===== config.mk =====
export PLATFORM = sky130hd
export DESIGN_NAME = dpat_ctrl
export DESIGN_NICKNAME = d
export VERILOG_FILES = /design/src/hw/rtl/dpat_pkg.sv /design/src/hw/rtl/dpat_ctrl.sv
export SDC_FILE = /design/constraint.sdc
export NUM_CORES = 1
export LEC_CHECK = 0
export BUFFER_PORTS_ARGS = -buffer_cell sky130_fd_sc_hd__clkbuf_2
export CAP_MARGIN = 15
export CORE_AREA = 2 2 39 41
export DETAILED_ROUTE_END_ITERATION = 12
export DIE_AREA = 0 0 41 43
export PLACE_DENSITY = 0.68
export SLEW_MARGIN = 30
export SYNTH_ARGS = -nofsm -noshare
export SYNTH_HDL_FRONTEND = slang
export SYNTH_SLANG_ARGS = --single-unit

===== constraint.sdc =====
create_clock -name i_clk -period 2.6 [get_ports i_clk]
set_input_delay 0.52 -clock i_clk [delete_from_list [all_inputs] [get_ports i_clk]]
set_output_delay 0.52 -clock i_clk [all_outputs]
set_load 0.01 [all_outputs]

===== src/hw/rtl/dpat_pkg.sv =====
// dpat_pkg: shared types and constants for the demand paged address translator
// used by dpat_ctrl, dpat_datapath and demand_paged_address_translator
// no dependencies
package dpat_pkg;

    localparam int PAGE_BYTES       = 256;
    localparam int PAGE_BITS        = 8;
    localparam int FIRST_DATA_FRAME = 2;

    localparam logic [1:0] MODE_XLATE     = 2'd0;
    localparam logic [1:0] MODE_LOAD_MAIN = 2'd1;
    localparam logic [1:0] MODE_LOAD_DISK = 2'd2;
    localparam logic [1:0] MODE_NOP       = 2'd3;

    localparam logic [7:0] FREE_MARK   = 8'h20;
    localparam logic [7:0] PRESENT_SET = 8'h01;
    localparam logic [7:0] PT_PRESENT_PAGE = 8'h01;

    typedef enum logic [3:0] {
        S_IDLE,
        S_RD_PFN,
        S_RD_PRES,
        S_CHECK,
        S_RD_DATA,
        S_SCAN_RD,
        S_SCAN_CHK,
        S_COPY,
        S_PT_WR,
        S_PR_WR,
        S_LOAD,
        S_DONE
    } t_state;

    typedef struct packed {
        logic capture;
        logic rd_pfn;
        logic rd_pres;
        logic latch_pfn;
        logic set_fault;
        logic rd_data;
        logic scan_init;
        logic scan_rd;
        logic scan_next;
        logic scan_fallback;
        logic copy_init;
        logic copy_step;
        logic pt_wr;
        logic pr_wr;
        logic load_wr;
        logic out_load;
    } t_dp_cmd;

    typedef struct packed {
        logic in_xlate;
        logic present;
        logic free_hit;
        logic scan_last;
        logic copy_done;
        logic out_free;
    } t_dp_status;

endpackage


===== src/hw/rtl/dpat_ctrl.sv =====
// dpat_ctrl: sequencer for lookup, free frame scan, page copy and loads
// depends on dpat_pkg; commands dpat_datapath
module dpat_ctrl
    import dpat_pkg::*;
(
    input  logic       i_clk,
    input  logic       i_rst_n,
    input  logic       i_in_valid,
    output logic       o_in_stall,
    input  t_dp_status i_status,
    output t_dp_cmd    o_cmd
);

    t_state r_state;
    t_state n_state;

    always_ff @(posedge i_clk) begin
        if (!i_rst_n) begin
            r_state <= S_IDLE;
        end else begin
            r_state <= n_state;
        end
    end

    always_comb begin
        n_state = r_state;
        unique case (r_state)
            S_IDLE: begin
                if (i_in_valid) begin
                    n_state = i_status.in_xlate ? S_RD_PFN : S_LOAD;
                end
            end
            S_RD_PFN:  n_state = S_RD_PRES;
            S_RD_PRES: n_state = S_CHECK;
            S_CHECK:   n_state = i_status.present ? S_RD_DATA : S_SCAN_RD;
            S_RD_DATA: n_state = S_DONE;
            S_SCAN_RD: n_state = S_SCAN_CHK;
            S_SCAN_CHK: begin
                if (i_status.free_hit || i_status.scan_last) begin
                    n_state = S_COPY;
                end else begin
                    n_state = S_SCAN_RD;
                end
            end
            S_COPY: begin
                if (i_status.copy_done) begin
                    n_state = S_PT_WR;
                end
            end
            S_PT_WR: n_state = S_PR_WR;
            S_PR_WR: n_state = S_DONE;
            S_LOAD:  n_state = S_DONE;
            S_DONE: begin
                if (i_status.out_free) begin
                    n_state = S_IDLE;
                end
            end
            default: n_state = S_IDLE;
        endcase
    end

    always_comb begin
        o_cmd      = '0;
        o_in_stall = 1'b1;
        unique case (r_state)
            S_IDLE: begin
                o_in_stall    = 1'b0;
                o_cmd.capture = i_in_valid;
            end
            S_RD_PFN:  o_cmd.rd_pfn = 1'b1;
            S_RD_PRES: begin
                o_cmd.rd_pres   = 1'b1;
                o_cmd.latch_pfn = 1'b1;
            end
            S_CHECK: begin
                o_cmd.set_fault = !i_status.present;
                o_cmd.scan_init = !i_status.present;
            end
            S_RD_DATA: o_cmd.rd_data = 1'b1;
            S_SCAN_RD: o_cmd.scan_rd = 1'b1;
            S_SCAN_CHK: begin
                if (i_status.free_hit) begin
                    o_cmd.copy_init = 1'b1;
                end else if (i_status.scan_last) begin
                    o_cmd.scan_fallback = 1'b1;
                    o_cmd.copy_init     = 1'b1;
                end else begin
                    o_cmd.scan_next = 1'b1;
                end
            end
            S_COPY:  o_cmd.copy_step = 1'b1;
            S_PT_WR: o_cmd.pt_wr = 1'b1;
            S_PR_WR: o_cmd.pr_wr = 1'b1;
            S_LOAD:  o_cmd.load_wr = 1'b1;
            S_DONE:  o_cmd.out_load = i_status.out_free;
            default: o_cmd = '0;
        endcase
    end

endmodule


==> results <==
- Among all flip-flop cells after synthesis, the most frequent one is sky130_fd_sc_hd__dfxtp_1.
- The final setup skew is between 0.004 and 0.005 ns.
- In the final layout, the multi-input gates occupy about 330 sq um.
- The cell leakage power is around 0.29 nW.
- The fraction of power spent switching nets is 0.4990.
- The reg2reg setup slack is roughly 1.1 ns.
- In this run, post-CTS repair resized a total of 0 instances.
- The worst setup path is captured at an output port.
- The number of nets handed over by synthesis was 79.
- The count of unresolved DRC violations after routing is 0.
- The layout has ~150 filler cells.
- The weighted congestion reported at the end of routability-driven placement is around 0.76.
- In this run the core area contains 14 standard-cell rows.
- The number of global-route vias before repair is between 500 and 600.
- The share of the clock period used by the worst path is 0.8144.
- The wire length after detailed routing is 1309 um.
- The core area is 1384 sq um.
- After the last flow step, the layout net total stands at 104.
- The share of synthesized area in the top cell type comes to 0.1637.
- The post-synthesis async set-or-reset flop share is 0.
- Once placement completed, the tool counted placed cells totaling 106.
- The number of buffers inserted by post-CTS setup repair is 0.
- The share of total power in combinational logic is 0.624.
- The global route total overflow is 0.
- r_state holds more flip-flops than any other register.
- The initial utilization of the core area, before any placement, comes to 0.3535.
- The maximum buffer depth of the clock tree is 2.
- Summed over all instances, the cell type with the most area after synthesis is sky130_fd_sc_hd__dfxtp_1.
- In the final layout, flip-flops and latches occupy 80.08 sq um.
- The floorplan die width is around 41 um.
- In this run the worst hold path is classified as primary input to flop.
- The largest registers in the layout are r_state: 4 flops.
- Once detailed placement completed, the half-perimeter wirelength came to about 1000 um.
- The flip-flop count of the largest register after layout is 4.
- Of all nets on the critical path, the largest fanout is 10.
- Setup repair after global routing left no endpoint under its margin.
- The share of cells above drive strength 1 is 0.4194.
- The total number of clock tree sinks is 4.
- The die covers between 1500 and 2000 sq um.
- After clock tree synthesis, the clock-pin slew on the worst setup and hold paths is about 0.040 ns.
- The hold-critical path depth is 2.
- The number of top-level pins is 26.
- The initial antenna violation count was 0.
- The detailed-routing iteration count for the pre-antenna-repair pass is 4.
- The library cells used most frequently in the layout, excluding fill and tap cells, are 25 x sky130_fd_sc_hd__clkbuf_2, 10 x sky130_fd_sc_hd__nor2_1, 7 x sky130_fd_sc_hd__nor3_1.
- Prior to clock tree synthesis, the placed netlist has a worst setup slack of approximately 0.73 ns.
- The data required time of the worst path is 2.08 ns.
- For the worst setup path, the data arrival time is roughly 1.6 ns.
- The via count normalized by instance count is about 5.4.
- The internal portion of the total power is ~0.27 mW.
- The count of H-tree levels built during CTS is 1.
- The number of nets with antenna violations after routing is 0.
- The finished cells cover 621.8 sq um.
- The CTS tree is built.
- The number of hold buffers added after CTS was 0.
- The number of endpoints failing setup at the final stage is 0.
- The clock latency at the later pin of the worst-skew pair is 0.23 ns.
- Across every metal layer, demand over resource in global routing totals 0.1623.
- The most common cell after layout, fill and taps aside is sky130_fd_sc_hd__clkbuf_2.
- The number of standard cells after synthesis is 70.
- The length in cells of the worst reg-to-reg path is 5.
- The per-instance average area after synthesis is 6.989 sq um.
- Detailed routing inserted a total of about 600 vias.
- The number of buffer cells added on primary ports is 25.
- The number of max-capacitance violations reported is 0.
- The repair_antennas step left the layout with diodes totalling 0.
- The share of total power dissipated in the clock network is 0.143.
- Yosys attributes the largest share of cell area to sky130_fd_sc_hd__dfxtp_1 16%, sky130_fd_sc_hd__nor2_1 7.7%, sky130_fd_sc_hd__nor3_1 7.2%.
- The combined area of all synthesized cells is 489.2 sq um.
- The highest clock rate is 472.2 MHz.
- The wire length of the first global-routing pass is slightly above 2000 um.
- The largest net degree at the start of global routing is 16.
- In this run, synthesis produced a sequential element count of 4.
- The transition at the pin with the smallest max-transition slack is 0.4238 ns.
- The final hold slack is about 0.54 ns.
- The power spent charging and discharging nets is 0.2715 mW.
- The number of enable-type register cells in the synthesized netlist is 0.
- The floorplan step set the die height to 43 um.
- Measured against its own limit, the worst slew margin works out to 0.7171.
- The placed cell area is roughly 600 sq um.
- The final hold violation count is 0.
- The flow ran to the end, and the final reports show no timing, DRC or antenna violations.
- The accumulated negative setup slack is 0 ns.
- The routed design could run at a clock period as short as between 2 and 2.5 ns.
- The synthesis warning total is 0.
- STA classifies the critical path startpoint as a flop.
- The worst supply voltage drop on vdd is 0.2240 mV.
- The final max-slew violation count was 0.
- The area growth from synthesis to layout is 27.11%.
- The share of the yosys chip area belonging to registers is 0.1637.
- The non-filler instance count after layout is about 110.
- In this run the power density over the cells is around 880 nW/um^2.
- For this block, the initial DRC count from the detailed router was 22.
- In the final routed layout, each cell accounts on average for approximately 12 um.
- By startpoint and endpoint, the worst setup path is classified as flop to output port.
- In this run, distinct cell masters in the synthesized netlist total 31.
- The tree is rooted in a sky130_fd_sc_hd__clkbuf_4.
- The fraction of power consumed by sequential logic is 0.234.
- The total CTS buffers is 3.
- Across all setup checks in the final design, the least slack found is slightly below 0.5 ns.
power by group through the flow:
stage	combinational [mW]	clock, mW	sequential [mW]
2_1_floorplan	0.287	0	0.0936
3_3_place_gp	0.334	0	0.126
3_5_place_dp	0.338	0	0.127
4_1_cts	0.339	0.0795	0.126
5_1_grt	0.383	0.0824	0.132
6_report	0.339	0.0776	0.127
critical path, stage by stage, from the launching register on:
cell and delay (ns):
sky130_fd_sc_hd__dfxtp_1 0.51, sky130_fd_sc_hd__nand2_2 0.13, sky130_fd_sc_hd__or3b_4 0.41, sky130_fd_sc_hd__nor3b_2 0.17, sky130_fd_sc_hd__clkbuf_2 0.15
Yosys cell counts, types with 2 or more instances:
cell type / number
sky130_fd_sc_hd__nor2_1: 10
sky130_fd_sc_hd__and3_1: 2
sky130_fd_sc_hd__nor4_1: 2
sky130_fd_sc_hd__a21oi_1: 4
sky130_fd_sc_hd__buf_4: 3
sky130_fd_sc_hd__nand2_1: 5
sky130_fd_sc_hd__o21ai_1: 2
sky130_fd_sc_hd__nor2b_1: 2
sky130_fd_sc_hd__o21ai_0: 2
sky130_fd_sc_hd__buf_2: 4
sky130_fd_sc_hd__o211ai_1: 2
sky130_fd_sc_hd__inv_1: 3
sky130_fd_sc_hd__buf_6: 2
sky130_fd_sc_hd__dfxtp_1: 4
sky130_fd_sc_hd__nor3_1: 7
cell type report:
class                      count  area share
inverter                       4     0.02414
sequential                     4      0.1288
tap                           16     0.03219
multi-input combinational     53      0.5292
timing repair buffer          29      0.2495
clock buffer                   3     0.03622
cell families (layout without fill, tap and decap cells):
kind of cell | count (synthesis) | in the layout | synth area share
simple gates | 37 | 37 | 0.4271
compound gates | 15 | 15 | 0.2251
buf+inv | 13 | 36 | 0.1637
flops | 4 | 4 | 0.1637
mux | 1 | 1 | 0.02046
worst paths after layout:
| kind | to | startpoint |
|---|---|---|
| max reg2reg | r_state[0] | r_state[0] |
| min | r_state[3] | i_status[0] |
| max | o_cmd[6] | r_state[1] |
| min reg2reg | r_state[2] | r_state[3] |
per-stage QoR:
stage               power (mW)    util
CTS                     0.5452  0.4494
global placement        0.4603  0.4331
floorplan               0.3804       -
detailed placement      0.4647  0.4331
global route            0.5969  0.4494
finish                  0.5441  0.4494
routing by layer:
layer / global-route usage / wire (um) / vias to the layer above / part of all wire
met3: 0 / 77 / 0 / 0.059
met1: 0.1981 / 544 / 274 / 0.42
met4: 0.08000 / 0 / 0 / 0
li1: - / - / 295 / -
met5: 0 / 0 / - / 0
met2: 0.2750 / 687 / 19 / 0.52
(Power assumes the default switching activity.)
